`config.mk`:
```
export PLATFORM = sky130hd
export DESIGN_NAME = match_timer_pwm_generator
export DESIGN_NICKNAME = d
export VERILOG_FILES = /design/src/sv/mtpg_pkg.sv /design/src/sv/mtpg_in_stage.sv /design/src/sv/mtpg_core.sv /design/src/sv/match_timer_pwm_generator.sv
export SDC_FILE = /design/constraint.sdc
export NUM_CORES = 2
export LEC_CHECK = 0
export BUFFER_PORTS_ARGS = -buffer_cell sky130_fd_sc_hd__buf_4
export CAP_MARGIN = 20
export CORE_MARGIN = 2
export CORE_UTILIZATION = 30
export DETAILED_ROUTE_END_ITERATION = 12
export SLEW_MARGIN = 40
export SYNTH_ARGS = -nofsm -noshare
export SYNTH_HDL_FRONTEND = slang
export SYNTH_SLANG_ARGS = --single-unit
```
`constraint.sdc`:
```
create_clock -name clk -period 15.07 [get_ports clk]
set_clock_uncertainty 0.15 [all_clocks]
set_input_delay 2.2605 -clock clk [delete_from_list [all_inputs] [get_ports clk]]
set_output_delay 2.2605 -clock clk [all_outputs]
set_load 0.1 [all_outputs]
```
`src/sv/mtpg_pkg.sv`:
```
// ----------------------------------------------------------------------------
// mtpg_pkg
// Shared types, codes and helpers for the match timer PWM generator.
// ----------------------------------------------------------------------------
package mtpg_pkg;

  localparam int unsigned COUNTER_WIDTH_DEF = 32;
  localparam int unsigned CHANNELS_DEF      = 3;

  localparam int unsigned FUNC_W    = 3;
  localparam int unsigned VALUE_W   = 32;
  localparam int unsigned PRESC_W   = 16;
  localparam int unsigned MASK_W    = 3;
  localparam int unsigned DUTY_W    = 10;
  localparam int unsigned CFG_IDX_W = 8;
  localparam int unsigned CFG_DAT_W = 32;

  localparam logic [DUTY_W-1:0] PERMILLE_FULL = 10'd1000;

  typedef enum logic [FUNC_W-1:0] {
    FUNC_TICK   = 3'd0,
    FUNC_START  = 3'd1,
    FUNC_STOP   = 3'd2,
    FUNC_DUTY   = 3'd3,
    FUNC_PERIOD = 3'd4
  } func_t;

  localparam logic [CFG_IDX_W-1:0] CFG_PRESCALE = 8'd0;
  localparam logic [CFG_IDX_W-1:0] CFG_MASK     = 8'd1;
  localparam logic [CFG_IDX_W-1:0] CFG_PERIOD   = 8'd2;
  localparam logic [CFG_IDX_W-1:0] CFG_PERMILLE = 8'd3;

  // off-time fraction in per-mille, duty saturated at full scale
  function automatic logic [DUTY_W-1:0] duty_comp(input logic [VALUE_W-1:0] duty);
    logic [DUTY_W-1:0] d;
    d = (duty > VALUE_W'(PERMILLE_FULL)) ? PERMILLE_FULL : duty[DUTY_W-1:0];
    return PERMILLE_FULL - d;
  endfunction

endpackage

```
`src/sv/mtpg_in_stage.sv`:
```
// ----------------------------------------------------------------------------
// mtpg_in_stage
// Input register and match product multiplier (period times off-fraction).
// ----------------------------------------------------------------------------
module mtpg_in_stage #(
  parameter int unsigned COUNTER_WIDTH = mtpg_pkg::COUNTER_WIDTH_DEF
) (
  input  logic                              clk,
  input  logic                              rst_n,
  input  logic                              in_valid,
  output logic                              in_stall,
  input  logic [mtpg_pkg::FUNC_W-1:0]       in_func,
  input  logic [mtpg_pkg::VALUE_W-1:0]      in_value,
  input  logic                              take,
  input  logic [COUNTER_WIDTH-1:0]          mul_a,
  input  logic [mtpg_pkg::DUTY_W-1:0]       mul_b,
  output logic [COUNTER_WIDTH+mtpg_pkg::DUTY_W-1:0] mul_p,
  output logic                              s1_valid,
  output logic [mtpg_pkg::FUNC_W-1:0]       s1_func,
  output logic [mtpg_pkg::VALUE_W-1:0]      s1_value,
  output logic [COUNTER_WIDTH+mtpg_pkg::DUTY_W-1:0] s1_prod
);
  import mtpg_pkg::*;

  localparam int unsigned PW = COUNTER_WIDTH + DUTY_W;

  logic                s1_valid_r, s1_valid_nxt;
  logic [FUNC_W-1:0]   s1_func_r;
  logic [VALUE_W-1:0]  s1_value_r;
  logic [PW-1:0]       s1_prod_r;
  logic                load;

  assign mul_p    = PW'(mul_a) * PW'(mul_b);
  assign in_stall = s1_valid_r && !take;
  assign load     = in_valid && !in_stall;

  always_comb begin
    s1_valid_nxt = s1_valid_r;
    if (load) begin
      s1_valid_nxt = 1'b1;
    end else if (take) begin
      s1_valid_nxt = 1'b0;
    end
  end

  always_ff @(posedge clk) begin
    if (!rst_n) begin
      s1_valid_r <= 1'b0;
    end else begin
      s1_valid_r <= s1_valid_nxt;
    end
  end

  always_ff @(posedge clk) begin
    if (load) begin
      s1_func_r  <= in_func;
      s1_value_r <= in_value;
      s1_prod_r  <= mul_p;
    end
  end

  assign s1_valid = s1_valid_r;
  assign s1_func  = s1_func_r;
  assign s1_value = s1_value_r;
  assign s1_prod  = s1_prod_r;

endmodule

```
`src/sv/mtpg_core.sv`:
```
// ----------------------------------------------------------------------------
// mtpg_core
// Timer state, configuration registers and the result register.
// ----------------------------------------------------------------------------
module mtpg_core #(
  parameter int unsigned COUNTER_WIDTH = mtpg_pkg::COUNTER_WIDTH_DEF,
  parameter int unsigned CHANNELS      = mtpg_pkg::CHANNELS_DEF
) (
  input  logic                              clk,
  input  logic                              rst_n,
  input  logic                              cfg_valid,
  output logic                              cfg_ready,
  input  logic [mtpg_pkg::CFG_IDX_W-1:0]    cfg_index,
  input  logic [mtpg_pkg::CFG_DAT_W-1:0]    cfg_data,
  input  logic [mtpg_pkg::VALUE_W-1:0]      in_value,
  input  logic                              s1_valid,
  input  logic [mtpg_pkg::FUNC_W-1:0]       s1_func,
  input  logic [mtpg_pkg::VALUE_W-1:0]      s1_value,
  input  logic [COUNTER_WIDTH+mtpg_pkg::DUTY_W-1:0] s1_prod,
  input  logic [COUNTER_WIDTH+mtpg_pkg::DUTY_W-1:0] mul_p,
  output logic                              take,
  output logic [COUNTER_WIDTH-1:0]          mul_a,
  output logic [mtpg_pkg::DUTY_W-1:0]       mul_b,
  output logic                              out_valid,
  input  logic                              out_stall,
  output logic [mtpg_pkg::MASK_W-1:0]       out_pwm_out,
  output logic                              out_running,
  output logic                              out_stop_event,
  output logic [mtpg_pkg::VALUE_W-1:0]      out_count_now
);
  import mtpg_pkg::*;

  localparam int unsigned W  = COUNTER_WIDTH;
  localparam int unsigned SW = COUNTER_WIDTH + DUTY_W;
  localparam logic [SW-1:0] SCALE_STEP = SW'(PERMILLE_FULL);
  localparam logic [MASK_W-1:0] CH_MASK = MASK_W'((1 << CHANNELS) - 1);

  // configuration registers
  logic [PRESC_W-1:0]   divider_r;
  logic [MASK_W-1:0]    mask_r;
  logic [VALUE_W-1:0]   init_period_r;
  logic [DUTY_W-1:0]    init_permille_r;

  // timer state; scaled_r tracks 1000*(count+1), match_r holds period*(1000-duty)
  logic [PRESC_W-1:0]   presc_r,   presc_nxt;
  logic [W-1:0]         count_r,   count_nxt;
  logic [SW-1:0]        scaled_r,  scaled_nxt;
  logic [W-1:0]         period_r,  period_nxt;
  logic [SW-1:0]        match_r,   match_nxt;
  logic                 run_r,     run_nxt;
  logic                 pend_r,    pend_nxt;
  logic                 stop_ev;

  logic                 out_valid_r;
  logic [MASK_W-1:0]    pwm_r;
  logic                 running_r;
  logic                 stop_ev_r;
  logic [VALUE_W-1:0]   count_now_r;

  logic                 cfg_we;
  logic                 cfg_setup;
  logic                 process;
  logic [PRESC_W-1:0]   div_eff;

  assign cfg_ready = 1'b1;
  assign cfg_we    = cfg_valid;
  assign cfg_setup = cfg_we && (cfg_index == CFG_PERIOD || cfg_index == CFG_PERMILLE);
  assign take      = !out_valid_r || !out_stall;
  assign process   = s1_valid && take;
  assign div_eff   = (divider_r == '0) ? PRESC_W'(1) : divider_r;

  // period after this cycle also feeds the product for the next accepted item
  always_comb begin
    period_nxt = period_r;
    if (cfg_we && cfg_index == CFG_PERIOD) begin
      period_nxt = cfg_data[W-1:0];
    end else if (cfg_we && cfg_index == CFG_PERMILLE) begin
      period_nxt = init_period_r[W-1:0];
    end else if (process && s1_func == FUNC_PERIOD) begin
      period_nxt = s1_value[W-1:0];
    end
  end

  assign mul_a = period_nxt;

  always_comb begin
    if (cfg_we && cfg_index == CFG_PERIOD) begin
      mul_b = duty_comp(VALUE_W'(init_permille_r));
    end else if (cfg_we && cfg_index == CFG_PERMILLE) begin
      mul_b = duty_comp(VALUE_W'(cfg_data[DUTY_W-1:0]));
    end else begin
      mul_b = duty_comp(in_value);
    end
  end

  always_comb begin
    presc_nxt  = presc_r;
    count_nxt  = count_r;
    scaled_nxt = scaled_r;
    match_nxt  = match_r;
    run_nxt    = run_r;
    pend_nxt   = pend_r;
    stop_ev    = 1'b0;
    if (cfg_setup) begin
      match_nxt = mul_p;
    end
    if (process) begin
      case (func_t'(s1_func))
        FUNC_TICK: begin
          if (run_r) begin
            if ({1'b0, presc_r} + 17'd1 >= {1'b0, div_eff}) begin
              presc_nxt = '0;
              if (count_r >= period_r) begin
                count_nxt  = '0;
                scaled_nxt = SCALE_STEP;
                if (pend_r) begin
                  pend_nxt = 1'b0;
                  run_nxt  = 1'b0;
                  stop_ev  = 1'b1;
                end
              end else begin
                count_nxt  = count_r + W'(1);
                scaled_nxt = scaled_r + SCALE_STEP;
              end
            end else begin
              presc_nxt = presc_r + PRESC_W'(1);
            end
          end
        end
        FUNC_START: begin
          run_nxt = 1'b1;
        end
        FUNC_STOP: begin
          if (run_r) begin
            pend_nxt = 1'b1;
          end
        end
        FUNC_DUTY: begin
          match_nxt = s1_prod;
        end
        FUNC_PERIOD: begin
          count_nxt  = '0;
          scaled_nxt = SCALE_STEP;
        end
        default: begin
        end
      endcase
    end
  end

  always_ff @(posedge clk) begin
    if (!rst_n) begin
      divider_r       <= '0;
      mask_r          <= '0;
      init_period_r   <= '0;
      init_permille_r <= '0;
      presc_r         <= '0;
      count_r         <= '0;
      scaled_r        <= SCALE_STEP;
      period_r        <= '0;
      match_r         <= '0;
      run_r           <= 1'b0;
      pend_r          <= 1'b0;
      out_valid_r     <= 1'b0;
    end else begin
      if (cfg_we) begin
        case (cfg_index)
          CFG_PRESCALE: divider_r       <= cfg_data[PRESC_W-1:0];
          CFG_MASK:     mask_r          <= cfg_data[MASK_W-1:0];
          CFG_PERIOD:   init_period_r   <= cfg_data;
          CFG_PERMILLE: init_permille_r <= cfg_data[DUTY_W-1:0];
          default: begin
          end
        endcase
      end
      presc_r  <= presc_nxt;
      count_r  <= count_nxt;
      scaled_r <= scaled_nxt;
      period_r <= period_nxt;
      match_r  <= match_nxt;
      run_r    <= run_nxt;
      pend_r   <= pend_nxt;
      if (take) begin
        out_valid_r <= process;
      end
    end
  end

  // count >= floor(prod/1000) holds exactly when prod < 1000*(count+1)
  always_ff @(posedge clk) begin
    if (process) begin
      pwm_r       <= (run_nxt && (match_nxt < scaled_nxt)) ? (mask_r & CH_MASK) : '0;
      running_r   <= run_nxt;
      stop_ev_r   <= stop_ev;
      count_now_r <= VALUE_W'(count_nxt);
    end
  end

  assign out_valid      = out_valid_r;
  assign out_pwm_out    = pwm_r;
  assign out_running    = running_r;
  assign out_stop_event = stop_ev_r;
  assign out_count_now  = count_now_r;

endmodule

```
`src/sv/match_timer_pwm_generator.sv`:
```
// ----------------------------------------------------------------------------
// match_timer_pwm_generator
// Three-channel match timer with per-mille duty and deferred stop.
// ----------------------------------------------------------------------------
// Usage:
//   in_*   : one transaction per command (tick, start, request stop, set duty,
//            set period) with its value; accepted when in_valid and !in_stall.
//   out_*  : one transaction per command with channel levels, run flag, stop
//            event and the counter value after that command.
//   cfg_*  : register writes (prescale divider, channel mask, initial period,
//            initial duty); cfg_ready is always high, write only while idle.
// From input acceptance a transaction passes the input register, where the
// duty product is formed by one COUNTER_WIDTH x 10 multiplier, and then the
// timer update into the result register. Throughput is one transaction per
// cycle while the receiver does not stall.
// The match compare avoids the divide by 1000 by comparing the stored product
// against a register that tracks 1000*(count+1).
// Reset (rst_n low, synchronous) clears configuration, timer state and valid
// flags, stops the timer and empties both stages. If the receiver stalls, the
// result holds; once the input register is also full, in_stall goes high.
// ----------------------------------------------------------------------------
module match_timer_pwm_generator #(
  parameter int unsigned COUNTER_WIDTH = mtpg_pkg::COUNTER_WIDTH_DEF,
  parameter int unsigned CHANNELS      = mtpg_pkg::CHANNELS_DEF
) (
  input  logic                           clk,
  input  logic                           rst_n,
  input  logic                           in_valid,
  output logic                           in_stall,
  input  logic [mtpg_pkg::FUNC_W-1:0]    in_func,
  input  logic [mtpg_pkg::VALUE_W-1:0]   in_value,
  output logic                           out_valid,
  input  logic                           out_stall,
  output logic [mtpg_pkg::MASK_W-1:0]    out_pwm_out,
  output logic                           out_running,
  output logic                           out_stop_event,
  output logic [mtpg_pkg::VALUE_W-1:0]   out_count_now,
  input  logic                           cfg_valid,
  output logic                           cfg_ready,
  input  logic [mtpg_pkg::CFG_IDX_W-1:0] cfg_index,
  input  logic [mtpg_pkg::CFG_DAT_W-1:0] cfg_data
);
  import mtpg_pkg::*;

  localparam int unsigned PW = COUNTER_WIDTH + DUTY_W;

  logic                     take;
  logic [COUNTER_WIDTH-1:0] mul_a;
  logic [DUTY_W-1:0]        mul_b;
  logic [PW-1:0]            mul_p;
  logic                     s1_valid;
  logic [FUNC_W-1:0]        s1_func;
  logic [VALUE_W-1:0]       s1_value;
  logic [PW-1:0]            s1_prod;

  mtpg_in_stage #(
    .COUNTER_WIDTH (COUNTER_WIDTH)
  ) u_in_stage (
    .clk      (clk),
    .rst_n    (rst_n),
    .in_valid (in_valid),
    .in_stall (in_stall),
    .in_func  (in_func),
    .in_value (in_value),
    .take     (take),
    .mul_a    (mul_a),
    .mul_b    (mul_b),
    .mul_p    (mul_p),
    .s1_valid (s1_valid),
    .s1_func  (s1_func),
    .s1_value (s1_value),
    .s1_prod  (s1_prod)
  );

  mtpg_core #(
    .COUNTER_WIDTH (COUNTER_WIDTH),
    .CHANNELS      (CHANNELS)
  ) u_core (
    .clk            (clk),
    .rst_n          (rst_n),
    .cfg_valid      (cfg_valid),
    .cfg_ready      (cfg_ready),
    .cfg_index      (cfg_index),
    .cfg_data       (cfg_data),
    .in_value       (in_value),
    .s1_valid       (s1_valid),
    .s1_func        (s1_func),
    .s1_value       (s1_value),
    .s1_prod        (s1_prod),
    .mul_p          (mul_p),
    .take           (take),
    .mul_a          (mul_a),
    .mul_b          (mul_b),
    .out_valid      (out_valid),
    .out_stall      (out_stall),
    .out_pwm_out    (out_pwm_out),
    .out_running    (out_running),
    .out_stop_event (out_stop_event),
    .out_count_now  (out_count_now)
  );

endmodule
```
==> impl_metrics.tcl <==
set metrics [dict create \
    drc_errors 0 \
    dieWidth_um 316 \
    register_area_sq_um 8010 \
    max_slew_margin_pct 40.7 \
    rsz0062_at_grt "no" \
    whs_ns 0.284 \
    power_per_cell_area_nw_per_um2 67.6 \
    grt_pass1_wl_um 143000 \
    swShare_pct 27.9 \
    ir_drop_mv 0.0696 \
    yosys_most_used_dff "dfxtp_1" \
    grt_pass1_vias 23900 \
    holdCritPathClass "flip-flop to flip-flop" \
    leakage_nw 13.7 \
    ys_top_cells_by_count "nand2_1, nor2_1, inv_1" \
    slew_viol_final 0 \
    worst_path_dominant_cell_family "simple AND/OR/NAND/NOR gates" \
    nNetsFinal 3876 \
    avgRoutedWirePerCell_um 19.8 \
    n_antenna_cell 0 \
    cp.required_ns 15.24 \
    via_per_inst 5.41 \
    cts_buffer_depth 3 \
    clk_latency_ns 0.60 \
    fin_ws_ns 1.77 \
    arrival_ns 13.47 \
    design.die.area_sq_um 100000 \
    power_frac_seq_pct 44.4 \
    tns_ns 0 \
    fillers 10100 \
    placement_rows 114 \
    post_cts.repair.setup_buffers 0 \
    cts_tree "built" \
    synth_nets 3864 \
    ys_types 91 \
    fmax_mhz 75.2 \
    root_buffer "clkbuf_16" \
    synth_top_area_cell "fa_1" \
    pwr-share-comb_pct 11.1 \
    netSwitchingPower_mw 0.619 \
    setup_viol 0 \
    syn_inst 3376 \
    synth_edf_count 114 \
    place_hpwl_um 70100 \
    htreeDepth 2 \
    ant_nets 0 \
    layout_min_cycle_time_ns 13.30 \
    ioPinCount 120 \
    place.gp.congestion 0.907 \
    p_int_mw 1.60 \
    die_h_um 316 \
    worst-path-max-fanout 26 \
    cp_common_cell "fa_1" \
    avgSynthCellArea_sq_um 8.67 \
    cap_violations 0 \
    cpMaxStageDelayCell "or4_1" \
    hold_viol_final 0 \
    synth.area.top_cells "fa_1, dfxtp_1, edfxtp_1, ha_1, nand2_1" \
    portBuffers 118 \
    num_vias 25400 \
    cts_made_buffers 39 \
    seq_area_frac_synth_pct 27.4 \
    drt-total-wl_um 93100 \
    end_kind "flip-flop" \
    async_flop_share_pct 0 \
    critPathMaxStageDelay_ns 0.58 \
    grt_antenna_before_repair 2 \
    timing.final.crit_share_pct 88.3 \
    dr.pass1.iters 6 \
    cts_resized 0 \
    track_usage_pct 18.3 \
    synth.most_common_cell "nand2_1" \
    grt_max_degree 94 \
    cp_num_buf_inv 7 \
    core_area_sq_um 96700 \
    cts_sinks 343 \
    pre_cts_slack_ns 1.25 \
    worstMarginPinSlew_ns 0.881 \
    cp-start-kind "primary input" \
    area_delta_synth_final_pct 12.2 \
    cts.clk_slew.worst_paths_ns 0.06 \
    start_util_pct 30.3 \
    multiInputGateArea_sq_um 19400 \
    power_frac_clock_pct 44.5 \
    yosysTopAreaCellShare_pct 16.3 \
    ctsHoldBuffers 0 \
    synth_seq_cells 343 \
    synth.cell_area_sq_um 29300 \
    critPathKind "primary input to flip-flop" \
    ys_warn_count 0 \
    status "finished clean" \
    layout-drive-gt1-share_pct 9.18 \
    grt_overflow 0 \
    drt_iter0_markers 2457 \
]
==> cell type report <==
| type | instances | area share [%] |
|---|---|---|
| flip-flops and latches | 343 | 24.4 |
| clock buffers | 58 | 3.47 |
| well taps | 1276 | 4.86 |
| multi-input cells | 2511 | 59.0 |
| repair buffers | 177 | 4.18 |
| clock inverters | 14 | 0.507 |
| inverters | 316 | 3.63 |
==> stage by stage <==
stage / cell area (sq um) / std cells / total power [mW] / util, %
floorplan: 29300 / 3376 / 1.16 / -
global placement: 31400 / 4619 / 1.24 / 32.5
detailed placement: 31500 / 4623 / 1.25 / 32.6
CTS: 32800 / 4695 / 2.24 / 33.9
global route: 32800 / 4695 / 2.29 / 33.9
finish: 32800 / 4695 / 2.22 / 33.9
==> registers in the layout, summed over array words and instances (netlist names), 3 cells and up <==
signal / cells
u_core.scaled_r: 42
u_core.init_period_r: 32
u_core.out_pwm_out: 3
u_in_stage.s1_func: 3
u_core.presc_r: 16
u_core.period_r: 32
u_core.divider_r: 16
u_core.count_r: 32
u_in_stage.s1_prod: 42
u_core.init_permille_r: 10
u_in_stage.s1_value: 32
u_core.out_count_now: 32
u_core.mask_r: 3
u_core.match_r: 42
==> metal layers <==
metal  share of wire [%]  up-vias  routed length, um  track usage, %
li1                    -    11800                  -               -
met5                   0        -                  0               0
met3                 7.8      156               7300            2.78
met2                  44      925              41000            27.7
met1                  45    12500              41900            26.6
met4                 3.1        0               2890            6.04
==> logic make-up (layout without fill, tap and decap cells) <==
| group | after synthesis | count (layout) | synth area share (%) |
|---|---|---|---|
| xor+xnor | 60 | 60 | 1.87 |
| compound gates | 621 | 621 | 14.7 |
| mux | 151 | 151 | 5.20 |
| other cells | 1 | 1 | 0.0128 |
| flops | 343 | 343 | 27.4 |
| simple gates | 1270 | 1270 | 20.3 |
| buf+inv | 522 | 565 | 6.97 |
| fa+ha+maj | 408 | 408 | 23.6 |
==> power groups by stage <==
stage / sequential (mW) / clock, mW / combinational (mW)
final: 0.985 / 0.988 / 0.247
after global routing: 0.985 / 1.04 / 0.261
after CTS: 0.984 / 1.01 / 0.243
after detailed placement: 1.00 / 0 / 0.243
after global placement: 1.00 / 0 / 0.236
after floorplan: 1.03 / 0 / 0.125
==> path summary, 6_finish.rpt <==
path / cells after the start / start / slack [ns] / endpoint
setup reg to reg: 35 / u_core.out_valid$_SDFFE_PN0N_ / 3.93 / u_core.out_pwm_out[2]$_SDFFCE_PN0P_
hold reg to reg: 2 / u_core.scaled_r[0]$_SDFF_PN0_ / 0.28 / u_core.scaled_r[0]$_SDFF_PN0_
setup / recovery: 39 / in_value[17] / 1.77 / u_core.out_pwm_out[2]$_SDFFCE_PN0P_
hold / removal: 2 / u_core.scaled_r[0]$_SDFF_PN0_ / 0.28 / u_core.scaled_r[0]$_SDFF_PN0_
==> worst reg2reg max path: cells and delay by family, from the launching register on <==
kind	cells	cell delay [ns]
AND/OR/NAND/NOR	13	3.82
flip-flops	1	0.34
buffers and inverters	6	0.66
adder cells (fa/ha/maj)	7	3.34
AO/OA/AOI/OAI	6	1.50
multiplexers	3	1.05
==> cells in the final DEF, fill, tap and decap left out, types with 114 or more instances in the layout <==
cell type | netlist | routed
dfxtp_1 | 229 | 229
nor2_1 | 328 | 326
inv_1 | 316 | 314
nand2_1 | 445 | 442
mux2i_1 | 143 | 138
fa_1 | 238 | 238
buf_4 | 3 | 172
a21oi_1 | 158 | 157
ha_1 | 170 | 170
edfxtp_1 | 114 | 114
(Power assumes the default switching activity.)
